[config.mk]
export PLATFORM = sky130hd
export DESIGN_NAME = cbsg_coord
export DESIGN_NICKNAME = d
export VERILOG_FILES = /design/src/cbsg_pkg.sv /design/src/cbsg_coord.sv
export SDC_FILE = /design/constraint.sdc
export NUM_CORES = 1
export LEC_CHECK = 0
export ABC_CLOCK_PERIOD_IN_PS = 12700
export BUFFER_PORTS_ARGS = -buffer_cell sky130_fd_sc_hd__buf_2
export CELL_PAD_IN_SITES_DETAIL_PLACEMENT = 0
export CELL_PAD_IN_SITES_GLOBAL_PLACEMENT = 2
export CORE_AREA = 2 2 206 208
export CTS_CLUSTER_DIAMETER = 60
export DETAILED_ROUTE_END_ITERATION = 8
export DIE_AREA = 0 0 208 210
export MAX_ROUTING_LAYER = met4
export PLACE_DENSITY_LB_ADDON = 0.12
export SYNTH_ARGS = -nofsm -noshare
export SYNTH_HDL_FRONTEND = slang
export SYNTH_SLANG_ARGS = --single-unit
export TNS_END_PERCENT = 20
[constraint.sdc]
create_clock -name clk -period 12.7 [get_ports clk]
set_clock_uncertainty 0.1 [all_clocks]
set_input_delay 1.27 -clock clk [delete_from_list [all_inputs] [get_ports clk]]
set_output_delay 1.27 -clock clk [all_outputs]
set_load 0.02 [all_outputs]
[src/cbsg_pkg.sv]
package cbsg_pkg;

  // Curve geometry
  localparam int STEP_COUNT = 100;
  localparam int PANEL_SPAN = 128;

  // Field widths
  localparam int CTRL_W = 7;
  localparam int STEP_W = 7;
  localparam int X_W    = 7;
  localparam int Y_W    = 8;

  // Configuration register indexes
  localparam int REG_IDX_W = 2;
  localparam logic [REG_IDX_W-1:0] REG_CTRL1_X = 2'd0;
  localparam logic [REG_IDX_W-1:0] REG_CTRL1_Y = 2'd1;
  localparam logic [REG_IDX_W-1:0] REG_CTRL2_X = 2'd2;
  localparam logic [REG_IDX_W-1:0] REG_CTRL2_Y = 2'd3;

  // Datapath widths
  localparam int PR_W   = 2 * STEP_W;  // s*r and s*s
  localparam int B12_W  = 19;          // 3*s*r^2 and 3*s^2*r, max 444411
  localparam int B3_W   = 27;          // 128*s^3, max 124198272
  localparam int TERM_W = CTRL_W + B12_W;
  localparam int NUM_W  = 27;          // numerator stays below 128 * N^3
  localparam int Q_W    = 8;

  // Divide by N^3 through a reciprocal multiply and one correction step
  localparam int DIVISOR     = STEP_COUNT * STEP_COUNT * STEP_COUNT;
  localparam int RECIP_SHIFT = 30;
  localparam int RECIP       = (1 << RECIP_SHIFT) / DIVISOR;
  localparam int RECIP_W     = 11;
  localparam int PROD_W      = NUM_W + RECIP_W;

  localparam logic [STEP_W-1:0] STEP_MIN = STEP_W'(1);
  localparam logic [STEP_W-1:0] STEP_MAX = STEP_W'(STEP_COUNT - 1);
  localparam logic [Y_W-1:0]    Y_BASE   = Y_W'(PANEL_SPAN - 2);

  // Item latency from accept edge to the edge that takes the result
  localparam int LATENCY = 7;

  typedef struct packed {
    logic [B12_W-1:0] b1;
    logic [B12_W-1:0] b2;
    logic [B3_W-1:0]  b3;
  } basis_t;

endpackage

[src/cbsg_coord.sv]
// One curve coordinate: weight, sum, divide by N^3. Four register stages.
module cbsg_coord (
  input  logic                        clk,
  input  logic [cbsg_pkg::CTRL_W-1:0] ctrl1_i,
  input  logic [cbsg_pkg::CTRL_W-1:0] ctrl2_i,
  input  cbsg_pkg::basis_t            basis_i,
  output logic [cbsg_pkg::Q_W-1:0]    coord_o
);

  logic [cbsg_pkg::TERM_W-1:0] t1_c_r;
  logic [cbsg_pkg::TERM_W-1:0] t2_c_r;
  logic [cbsg_pkg::B3_W-1:0]   b3_c_r;
  logic [cbsg_pkg::NUM_W-1:0]  num_d_r;
  logic [cbsg_pkg::NUM_W-1:0]  num_e_r;
  logic [cbsg_pkg::PROD_W-1:0] prod_e_r;
  logic [cbsg_pkg::Q_W-1:0]    q_est;
  logic [cbsg_pkg::NUM_W-1:0]  rem;
  logic [cbsg_pkg::Q_W-1:0]    q_nxt;
  logic [cbsg_pkg::Q_W-1:0]    q_r;

  // Stage C: weight the control coordinates
  always_ff @(posedge clk) begin
    t1_c_r <= cbsg_pkg::TERM_W'(ctrl1_i) * cbsg_pkg::TERM_W'(basis_i.b1);
    t2_c_r <= cbsg_pkg::TERM_W'(ctrl2_i) * cbsg_pkg::TERM_W'(basis_i.b2);
    b3_c_r <= basis_i.b3;
  end

  // Stage D: numerator
  always_ff @(posedge clk) begin
    num_d_r <= cbsg_pkg::NUM_W'(t1_c_r) + cbsg_pkg::NUM_W'(t2_c_r)
             + cbsg_pkg::NUM_W'(b3_c_r);
  end

  // Stage E: reciprocal multiply, estimate is exact or one low
  always_ff @(posedge clk) begin
    num_e_r  <= num_d_r;
    prod_e_r <= cbsg_pkg::PROD_W'(num_d_r)
              * cbsg_pkg::PROD_W'(cbsg_pkg::RECIP);
  end

  // Stage F: correct the estimate
  always_comb begin
    q_est = cbsg_pkg::Q_W'(prod_e_r >> cbsg_pkg::RECIP_SHIFT);
    rem   = num_e_r - cbsg_pkg::NUM_W'(cbsg_pkg::NUM_W'(q_est)
                                       * cbsg_pkg::NUM_W'(cbsg_pkg::DIVISOR));
    if (rem >= cbsg_pkg::NUM_W'(cbsg_pkg::DIVISOR)) begin
      q_nxt = q_est + cbsg_pkg::Q_W'(1);
    end else begin
      q_nxt = q_est;
    end
  end

  always_ff @(posedge clk) begin
    q_r <= q_nxt;
  end

  assign coord_o = q_r;

endmodule

==> flow_summary_export.csv <==
group,metric,value,unit
setup_path,cp_cell_sequence,"fa_1, ha_1, inv_1, fa_1, fa_1, inv_1, ha_1, o21a_1, nor2_1, a21oi_1, a31oi_1, nor2b_1, xor2_1, ha_1, or3_1, a221oi_2, o21ai_2, a31oi_2, xnor2_1, xnor2_1, a2111oi_4, a21oi_1, xor2_1",
grt,antenna_found_initial,0,
cts,cts_hold_buf,0,
sta,finalSetupTns,0,ns
placement,place_hpwl,33020,um
setup_path,required,12.93,ns
logic_synthesis,synth_seq_area_share,15.89,%
logic_synthesis,synth_edf_count,0,
cts,postCtsSetupBuffers,0,
worst_hold_path,min_from,"num_d_r[7]",
sta,min_period,6.128,ns
setup_path,crit_type,"reg -> reg",
die,ios,88,
sta,min_period_over_period,48.25,%
logic_synthesis,async_flop_share,0,%
logic_synthesis,ys.flop_type,"dfxtp_1",
grt,grt_first_pass_wirelength,66430,um
setup_path,rr_worst_depth,23,
sta,final-setup-viol-count,0,
route,viasPerCell,5.020,
route,drt-total-wl,39300,um
sta,grt_setup_unrepaired,"false",
finish,nNetsFinal,2616,
finish,diodes,0,
logic_synthesis,yosysWarnings,0,
logic_synthesis,synth_area_leaders,"fa_1 (28%), ha_1 (19%), dfxtp_1 (16%)",
sta,relSlewSlack,49.23,%
logic_synthesis,syn_area,0.01801,mm^2
grt,grt_pass1_vias,13580,
setup_path,critPathBufInv,2,
logic_synthesis,synth_fp_nets,2538,
route,drc_errors,0,
logic_synthesis,syn_inst,1924,
route,wire_per_inst,15.39,um
setup_path,crit_arrival,6.35,ns
grt,grt_use_total,19.58,%
sta,timing.fmax,0.1632,GHz
setup_path,r2r-start,"prod_e_r[34]",
route,drtAntennaViolNets,0,
cts,htreeDepth,4,
finish,syn2layout_area_growth,9.036,%
setup_path,max_stage_delay,0.59,ns
setup_path,critical-path-top-delay-family,"adder cells",
placement,dpl_worst_slack,6.439,ns
route,num_vias,12820,
finish,drive_gt1_share,6.998,%
die,core,0.04148,mm^2
worst_hold_path,whs_endpoint,"num_e_r[7]",
worst_hold_path,hp-class,"reg -> reg",
die,die_area,0.04368,mm^2
route,drtIter0Drc,432,
route,drt_pass1_iterations,5,
setup_path,cp-start-kind,"flop",
cts,clkLatencyLatePin,0.45,ns
placement,finalWeightedCongestion,0.8159,
logic_synthesis,syn_area_per_cell,9.363,um^2
sta,hold_viol_final,0,
die,die-height,210,um
setup_path,crit_start,"prod_e_r[34]",
flow_run,max_cap_viol_count,0,
die,fp.dieW,208,um
logic_synthesis,synth.top_cell.area_share,28.23,%
sta,slew_viol_final,0,
cts,cts_max_path_buffers,2,
sta,worstMarginPinSlew,0.7564,ns
grt,grt_max_degree,20,
cts,clk_pin_slew,0.08,ns
setup_path,regToRegSetupSlack,6.57,ns
die,row_count,75,
setup_path,worstPathMaxFanout,7,
setup_path,end_kind,"flop",
worst_hold_path,hold_depth,0,
outcome,status,"completed",
cts,numCtsBuffers,17,
logic_synthesis,ys_seq_elements,143,
sta,setup_slack,6.572,ns
cts,cts-resized-gates,0,
finish,fin_cells,2554,
logic_synthesis,synth.largest_area_cell,"fa_1",
cts,cts_root_buf,"clkbuf_16",
placement,portBuffers,87,
die,start_util,43.43,%
cts,cts_tree,"yes",
placement,placedCellCount,2522,
logic_synthesis,synth.distinct_cells,69,
cts,cts.sinks,143,
setup_path,crit_slowest_cell,"a2111oi_4",
grt,grt_overflow,0,
setup_path,worst_r2r_endpoint,"coord_o[5]",
## per-layer routing
metal,GRT usage (%),share of wire [%],up-vias
li1,-,-,6361
met1,23.67,45,6333
met2,34.94,52,98
met3,2.086,1.6,28
met4,5.038,1.5,0
met5,-,0,-
## cell usage after synthesis, drive strengths merged (28+ instances only)
library cell / count
a21o: 44
ha: 280
nand2: 218
fa: 254
dfxtp: 143
nor3: 29
a21oi: 77
and2: 105
nor2: 63
o21ai: 40
xnor2: 73
inv: 344
clkbuf: 28
## flip-flops by register name (all words and copies together) (netlist names)
signal and cells:
t1_c_r 26, num_e_r 21, b3_c_r 27, t2_c_r 26, prod_e_r 8, num_d_r 27, coord_o 8
## cell usage in the layout (no fill, tap or decap), types with 4 or more instances in the layout
master,count
mux2i_1,4
a21o_1,44
xor2_1,27
clkbuf_16,17
o21a_1,18
inv_8,4
nor2b_1,11
a21oi_1,77
o21bai_1,7
dfxtp_1,143
o31ai_1,5
o211ai_1,5
nand2_1,217
o21ai_1,9
or3_1,8
o21ai_0,30
inv_1,344
nor3_1,28
buf_2,87
nand2b_1,15
xnor2_1,73
nor2_1,63
a211oi_1,12
nor4_1,5
fa_1,254
nor3b_1,4
nand3_1,20
and3_1,12
nand4_1,10
ha_1,280
and2_1,104
a31oi_1,9
## cell type report
cell class	instances	area (um^2)
multi-input combinational	1409	13750
clock buffer	17	425.4
timing repair buffer	87	435.4
tap	539	674.4
sequential	143	2863
inverter	344	1291
clock inverter	15	197.7
fill	4093	21840
## worst max-delay path by stage
| stage | endpoint | slack [ns] | cells after the start |
|---|---|---|---|
| 2_1_floorplan | t2_c_r[25] | 6.65 | 19 |
| 3_3_place_gp | t1_c_r[24] | 6.46 | 20 |
| 6_report | coord_o[5] | 6.57 | 23 |
| 4_1_cts | coord_o[5] | 6.53 | 23 |
| 3_5_place_dp | t2_c_r[25] | 6.44 | 18 |
| 5_1_grt | coord_o[5] | 6.14 | 22 |
## cells by family after synthesis
group / after synthesis / share of synthesized area (%)
simple gates: 511 / 13.68
compound gates: 260 / 9.919
buf+inv: 372 / 7.752
flops: 143 / 15.89
fa+ha+maj: 534 / 47.68
xor+xnor: 100 / 4.862
mux: 4 / 0.2223
## metrics by stage
stage | util [%] | area [um^2] | hold slack (ns)
after global routing | 47.35 | 19640 | 0.3464
after floorplan | - | 18010 | 0.2713
after detailed placement | 45.85 | 19020 | 0.3230
after global placement | 45.85 | 19020 | 0.3334
after CTS | 47.35 | 19640 | 0.3285
final | 47.35 | 19640 | 0.3257
Power is left out: the tool's default activity adds up to more than one toggle a clock period on the data nets, which glitch-free logic cannot reach.
