<file path="src/cbsg_pkg.sv">
package cbsg_pkg;

  // Curve geometry
  localparam int STEP_COUNT = 100;
  localparam int PANEL_SPAN = 128;

  // Field widths
  localparam int CTRL_W = 7;
  localparam int STEP_W = 7;
  localparam int X_W    = 7;
  localparam int Y_W    = 8;

  // Configuration register indexes
  localparam int REG_IDX_W = 2;
  localparam logic [REG_IDX_W-1:0] REG_CTRL1_X = 2'd0;
  localparam logic [REG_IDX_W-1:0] REG_CTRL1_Y = 2'd1;
  localparam logic [REG_IDX_W-1:0] REG_CTRL2_X = 2'd2;
  localparam logic [REG_IDX_W-1:0] REG_CTRL2_Y = 2'd3;

  // Datapath widths
  localparam int PR_W   = 2 * STEP_W;  // s*r and s*s
  localparam int B12_W  = 19;          // 3*s*r^2 and 3*s^2*r, max 444411
  localparam int B3_W   = 27;          // 128*s^3, max 124198272
  localparam int TERM_W = CTRL_W + B12_W;
  localparam int NUM_W  = 27;          // numerator stays below 128 * N^3
  localparam int Q_W    = 8;

  // Divide by N^3 through a reciprocal multiply and one correction step
  localparam int DIVISOR     = STEP_COUNT * STEP_COUNT * STEP_COUNT;
  localparam int RECIP_SHIFT = 30;
  localparam int RECIP       = (1 << RECIP_SHIFT) / DIVISOR;
  localparam int RECIP_W     = 11;
  localparam int PROD_W      = NUM_W + RECIP_W;

  localparam logic [STEP_W-1:0] STEP_MIN = STEP_W'(1);
  localparam logic [STEP_W-1:0] STEP_MAX = STEP_W'(STEP_COUNT - 1);
  localparam logic [Y_W-1:0]    Y_BASE   = Y_W'(PANEL_SPAN - 2);

  // Item latency from accept edge to the edge that takes the result
  localparam int LATENCY = 7;

  typedef struct packed {
    logic [B12_W-1:0] b1;
    logic [B12_W-1:0] b2;
    logic [B3_W-1:0]  b3;
  } basis_t;

endpackage

</file>
<file path="src/cbsg_basis.sv">
// Bernstein basis weights for one step, two register stages.
module cbsg_basis (
  input  logic                        clk,
  input  logic [cbsg_pkg::STEP_W-1:0] step_i,
  output cbsg_pkg::basis_t            basis_o
);

  logic [cbsg_pkg::STEP_W-1:0] s_a_r;
  logic [cbsg_pkg::STEP_W-1:0] r_a_r;
  logic [cbsg_pkg::PR_W-1:0]   sr_a_r;
  logic [cbsg_pkg::PR_W-1:0]   ss_a_r;
  logic [cbsg_pkg::STEP_W-1:0] r_a_nxt;
  cbsg_pkg::basis_t            basis_r;
  cbsg_pkg::basis_t            basis_nxt;

  assign r_a_nxt = cbsg_pkg::STEP_W'(cbsg_pkg::STEP_COUNT) - step_i;

  // Stage A: first-order products
  always_ff @(posedge clk) begin
    s_a_r  <= step_i;
    r_a_r  <= r_a_nxt;
    sr_a_r <= cbsg_pkg::PR_W'(step_i) * cbsg_pkg::PR_W'(r_a_nxt);
    ss_a_r <= cbsg_pkg::PR_W'(step_i) * cbsg_pkg::PR_W'(step_i);
  end

  // Stage B: cubic weights
  always_comb begin
    basis_nxt.b1 = cbsg_pkg::B12_W'(3 * sr_a_r * r_a_r);
    basis_nxt.b2 = cbsg_pkg::B12_W'(3 * ss_a_r * r_a_r);
    basis_nxt.b3 = cbsg_pkg::B3_W'(cbsg_pkg::PANEL_SPAN * ss_a_r * s_a_r);
  end

  always_ff @(posedge clk) begin
    basis_r <= basis_nxt;
  end

  assign basis_o = basis_r;

endmodule

</file>
<file path="config.mk">
export PLATFORM = sky130hd
export DESIGN_NAME = cbsg_basis
export DESIGN_NICKNAME = d
export VERILOG_FILES = /design/src/cbsg_pkg.sv /design/src/cbsg_basis.sv
export SDC_FILE = /design/constraint.sdc
export NUM_CORES = 1
export LEC_CHECK = 0
export BUFFER_PORTS_ARGS = -buffer_cell sky130_fd_sc_hd__buf_2
export CORE_MARGIN = 2
export CORE_UTILIZATION = 55
export DETAILED_ROUTE_END_ITERATION = 10
export PLACE_DENSITY = 0.73
export SYNTH_ARGS = -nofsm -noshare
export SYNTH_HDL_FRONTEND = slang
export SYNTH_SLANG_ARGS = --single-unit
</file>
<file path="constraint.sdc">
create_clock -name clk -period 8.1 [get_ports clk]
set_input_delay 0.81 -clock clk [delete_from_list [all_inputs] [get_ports clk]]
set_output_delay 0.81 -clock clk [all_outputs]
set_load 0.01 [all_outputs]
</file>
==> results by group <==
Route
  • Total number of vias: a little over 10000
  • Number of nets with antenna violations after detailed routing: 0
  • Number of vias per cell: roughly 5.2
  • DRC: 0
  • Total wire length: approximately 27 mm
  • Pre-antenna DRT Iters: 5
  • Number of DRC violations after detailed-routing iteration 0: 495
  • Routed wire length per instance: ~14 um

Critical path
  • Endpoint required time on the critical path: roughly 8.3 ns
  • Slack of the worst reg-to-reg path: between 1.5 and 2 ns
  • Setup Crit Path Kind: reg -> reg
  • Worst-path fanout max: 7
  • Setup crit start kind: flip-flop
  • Arrival time at the worst endpoint: between 6 and 7 ns
  • Critical Path End Type: flip-flop

Synthesis
  • Number of enable flip-flop cells after synthesis: 0
  • Post-synth top area share: 0.3066
  • Mean instance size in the synthesized netlist: roughly 9.2 sq um
  • Unique masters post-synth: ~60
  • Netlist area before placement: 14560 sq um
  • Main area contributors after synthesis: sky130_fd_sc_hd__fa_1 31%, sky130_fd_sc_hd__ha_1 16%, sky130_fd_sc_hd__dfxtp_1 13%
  • Cell accounting for the most synthesized area: sky130_fd_sc_hd__fa_1
  • Sequential cell area fraction in the yosys report: 0.1292
  • Mapped Cells: 1584
  • Number of warning messages in the yosys log: 0
  • Share of async-settable or async-resettable flops after synthesis: 0
  • Synthesized flop and latch total: 94
  • Predominant post-synthesis flop cell: sky130_fd_sc_hd__dfxtp_1

Floorplanning
  • Die Height: between 150 and 200 um
  • Number of I/O pins: 73
  • Die Span X: roughly 170 um
  • Die area: between 20000 and 30000 sq um
  • Number of standard-cell rows in the floorplan: 59
  • Placeable Area: around 26000 sq um
  • Initial core utilization: 0.5588

STA
  • Tcrit/Tclk final: 0.8009
  • Max Transition Viols Final: 0
  • Setup total negative slack: 0 ns
  • Worst slew pin tran: 1.092 ns
  • Worst slew margin relative to its limit: 0.2712
  • Final clock skew: about 0.017 ns
  • Fmax: about 0.15 GHz
  • Final setup violation count: 0
  • Final hold violation count: 0
  • RSZ-0062 raised after global routing: no
  • Minimum clock period: around 6.5 ns

Final layout
  • Fraction of layout cells with a size suffix above 1: 0.06732
  • Filler-free cell count of the finished design: between 1500 and 2000
  • Area taken by multi-input logic gates: 11460 sq um
  • Antenna diodes: 0
  • Fillers: between 2000 and 2500
  • Number of nets in the final layout: between 2000 and 2500
  • Layout area overhead: 6.359%
  • Combined flip-flop and latch cell area: roughly 1900 sq um

Place
  • Detailed placement HPWL: 21.73 mm
  • PortBufs: between 60 and 70
  • Post-placement cell count: just under 2000
  • Gpl congestion: 0.8375

Clock network
  • Resized cells post-CTS: 0
  • Clock sinks: 94
  • Post-CTS clock slew at the launch and capture registers of the worst setup and hold paths: 0.08 ns
  • Deepest clock path buffer count: 2
  • Total CTS buffers: 9
  • CTS tree: yes
  • Library cell used as clock root buffer: sky130_fd_sc_hd__clkbuf_16
  • Max H-tree Level: 3
  • Postcts setup bufs: 0
  • Clk_lat worst skew: around 0.37 ns
  • Hold buffers post-CTS: 0

GRT
  • Number of global-route vias before repair: ~11000
  • Global-route wire length before repair: roughly 49 mm
  • GRT Resource Usage Total: 0.2100
  • Remaining Overflow, GRT: 0
  • Initial antenna violation count: 0
  • Pin count of the biggest net entering global routing: 59

Run
  • Max-cap violations: 0

Status
  • Result of the run: finished, final reports clean

Min path
  • Tightest Hold Check Type: in -> reg
==> path summary, 6_finish.rpt <==
path | start | end | cells past startpoint
max | sr_a_r[1] | basis_o[64] | 24
min | step_i[6] | s_a_r[6] | 1
min reg2reg | s_a_r[1] | basis_o[8] | 1
max reg2reg | sr_a_r[1] | basis_o[64] | 24
==> logic make-up after synthesis <==
group,count (synthesis),share of synthesized area
AND/OR/NAND/NOR,482,0.1732
adder cells (fa/ha/maj),406,0.4638
buffers and inverters,326,0.08635
AO/OA/AOI/OAI,165,0.07665
XOR/XNOR,107,0.06874
flip-flops,94,0.1292
other,2,0.0005157
multiplexers,2,0.001461
==> placed cells by master, fill, tap and decap left out, types with 4 or more instances in the layout <==
cell type and n:
sky130_fd_sc_hd__inv_1 281, sky130_fd_sc_hd__fa_1 223, sky130_fd_sc_hd__and2_1 183, sky130_fd_sc_hd__ha_1 183, sky130_fd_sc_hd__nand2_1 148, sky130_fd_sc_hd__dfxtp_1 93
sky130_fd_sc_hd__xnor2_1 77, sky130_fd_sc_hd__buf_2 65, sky130_fd_sc_hd__a21oi_1 53, sky130_fd_sc_hd__nor2_1 47, sky130_fd_sc_hd__xor2_1 24, sky130_fd_sc_hd__nor2b_1 21
sky130_fd_sc_hd__a21o_1 19, sky130_fd_sc_hd__o21ai_0 18, sky130_fd_sc_hd__nor3_1 17, sky130_fd_sc_hd__nand3_1 16, sky130_fd_sc_hd__o21bai_1 16, sky130_fd_sc_hd__nand2b_1 15
sky130_fd_sc_hd__o21a_1 13, sky130_fd_sc_hd__and3_1 12, sky130_fd_sc_hd__conb_1 11, sky130_fd_sc_hd__a211oi_1 10, sky130_fd_sc_hd__clkbuf_16 9, sky130_fd_sc_hd__and2b_1 7
sky130_fd_sc_hd__o31a_1 6, sky130_fd_sc_hd__buf_4 5, sky130_fd_sc_hd__or3_1 4
==> cells in the mapped netlist (2+ instances only) <==
cell                       instances
sky130_fd_sc_hd__a211o_1           2
sky130_fd_sc_hd__buf_4             9
sky130_fd_sc_hd__and2_1          183
sky130_fd_sc_hd__xor2_1           24
sky130_fd_sc_hd__nand3_1          16
sky130_fd_sc_hd__xor2_2            2
sky130_fd_sc_hd__a21o_1           19
sky130_fd_sc_hd__a31o_2            3
sky130_fd_sc_hd__xnor3_1           3
sky130_fd_sc_hd__or2_2             3
sky130_fd_sc_hd__o21ai_0          18
sky130_fd_sc_hd__conb_1            2
sky130_fd_sc_hd__dfxtp_1          94
sky130_fd_sc_hd__nand2b_1         15
sky130_fd_sc_hd__o211ai_1          2
sky130_fd_sc_hd__a211oi_2          2
sky130_fd_sc_hd__ha_1            183
sky130_fd_sc_hd__o21bai_1         16
sky130_fd_sc_hd__clkbuf_1         36
sky130_fd_sc_hd__inv_1           281
sky130_fd_sc_hd__nor3_1           17
sky130_fd_sc_hd__o41ai_1           2
sky130_fd_sc_hd__a21oi_2           2
sky130_fd_sc_hd__nor2b_1          21
sky130_fd_sc_hd__and2b_1           7
sky130_fd_sc_hd__o21a_1           13
sky130_fd_sc_hd__a21oi_1          53
sky130_fd_sc_hd__o31a_1            6
sky130_fd_sc_hd__o31ai_1           2
sky130_fd_sc_hd__nor2_1           47
sky130_fd_sc_hd__a211oi_1         10
sky130_fd_sc_hd__and3_1           12
sky130_fd_sc_hd__fa_1            223
sky130_fd_sc_hd__nand2_1         148
sky130_fd_sc_hd__and3b_1           2
sky130_fd_sc_hd__or3_1             4
sky130_fd_sc_hd__o21ai_1           3
sky130_fd_sc_hd__xnor2_1          77
sky130_fd_sc_hd__a31oi_1           2
==> worst max-delay path, cell delays in order (launching register included) <==
cell and delay, ns:
sky130_fd_sc_hd__dfxtp_1 0.38, sky130_fd_sc_hd__ha_1 0.21, sky130_fd_sc_hd__inv_1 0.06, sky130_fd_sc_hd__fa_1 0.38, sky130_fd_sc_hd__and2b_1 0.22, sky130_fd_sc_hd__o31a_2 0.15, sky130_fd_sc_hd__nor4_2 0.05, sky130_fd_sc_hd__or4_4 0.57
sky130_fd_sc_hd__and3b_1 0.19, sky130_fd_sc_hd__xnor2_1 0.40, sky130_fd_sc_hd__and2_1 0.23, sky130_fd_sc_hd__fa_1 0.42, sky130_fd_sc_hd__fa_1 0.50, sky130_fd_sc_hd__fa_1 0.49, sky130_fd_sc_hd__inv_1 0.05, sky130_fd_sc_hd__fa_1 0.47
sky130_fd_sc_hd__inv_1 0.04, sky130_fd_sc_hd__ha_1 0.31, sky130_fd_sc_hd__and3_1 0.16, sky130_fd_sc_hd__nand3_1 0.10, sky130_fd_sc_hd__a31oi_1 0.24, sky130_fd_sc_hd__o21ai_0 0.16, sky130_fd_sc_hd__xnor2_1 0.19, sky130_fd_sc_hd__xnor3_1 0.24
sky130_fd_sc_hd__xnor2_1 0.14
==> metal layers <==
layer  up-vias  part of all wire  track usage  routed length (um)
met2       177              0.49       0.3613               13480
met1      5116              0.46       0.2837               12670
met5         -                 0            0                   0
met3        31             0.032      0.02614                 890
met4         0             0.015      0.05097                 414
li1       5005                 -            -                   -
==> stage by stage <==
| stage | util | worst slack, ns | instance area, sq um | hold slack, ns |
|---|---|---|---|---|
| after floorplan | - | 2.113 | 14600 | 0.3850 |
| after global placement | 0.5824 | 1.850 | 15180 | 0.7408 |
| after detailed placement | 0.5824 | 1.605 | 15180 | 0.7404 |
| after CTS | 0.5943 | 1.567 | 15490 | 0.6926 |
| after global routing | 0.5943 | 1.204 | 15490 | 0.7126 |
| final | 0.5943 | 1.612 | 15490 | 0.6978 |
==> registers in the layout (all words and copies together) (netlist names) <==
register and count:
sr_a_r 13, ss_a_r 13, basis_o 56, r_a_r 6, s_a_r 6
==> layout make-up <==
class	instances	share of cell area
Timing Repair Buffer	70	0.02343
Clock inverter	7	0.005574
Inverter	281	0.06810
Sequential cell	94	0.1216
Clock buffer	9	0.01454
Multi-Input combinational cell	1173	0.7397
Tap cell	335	0.02706
Power is left out: the tool's default activity adds up to more than one toggle a clock period on the data nets, which glitch-free logic cannot reach.
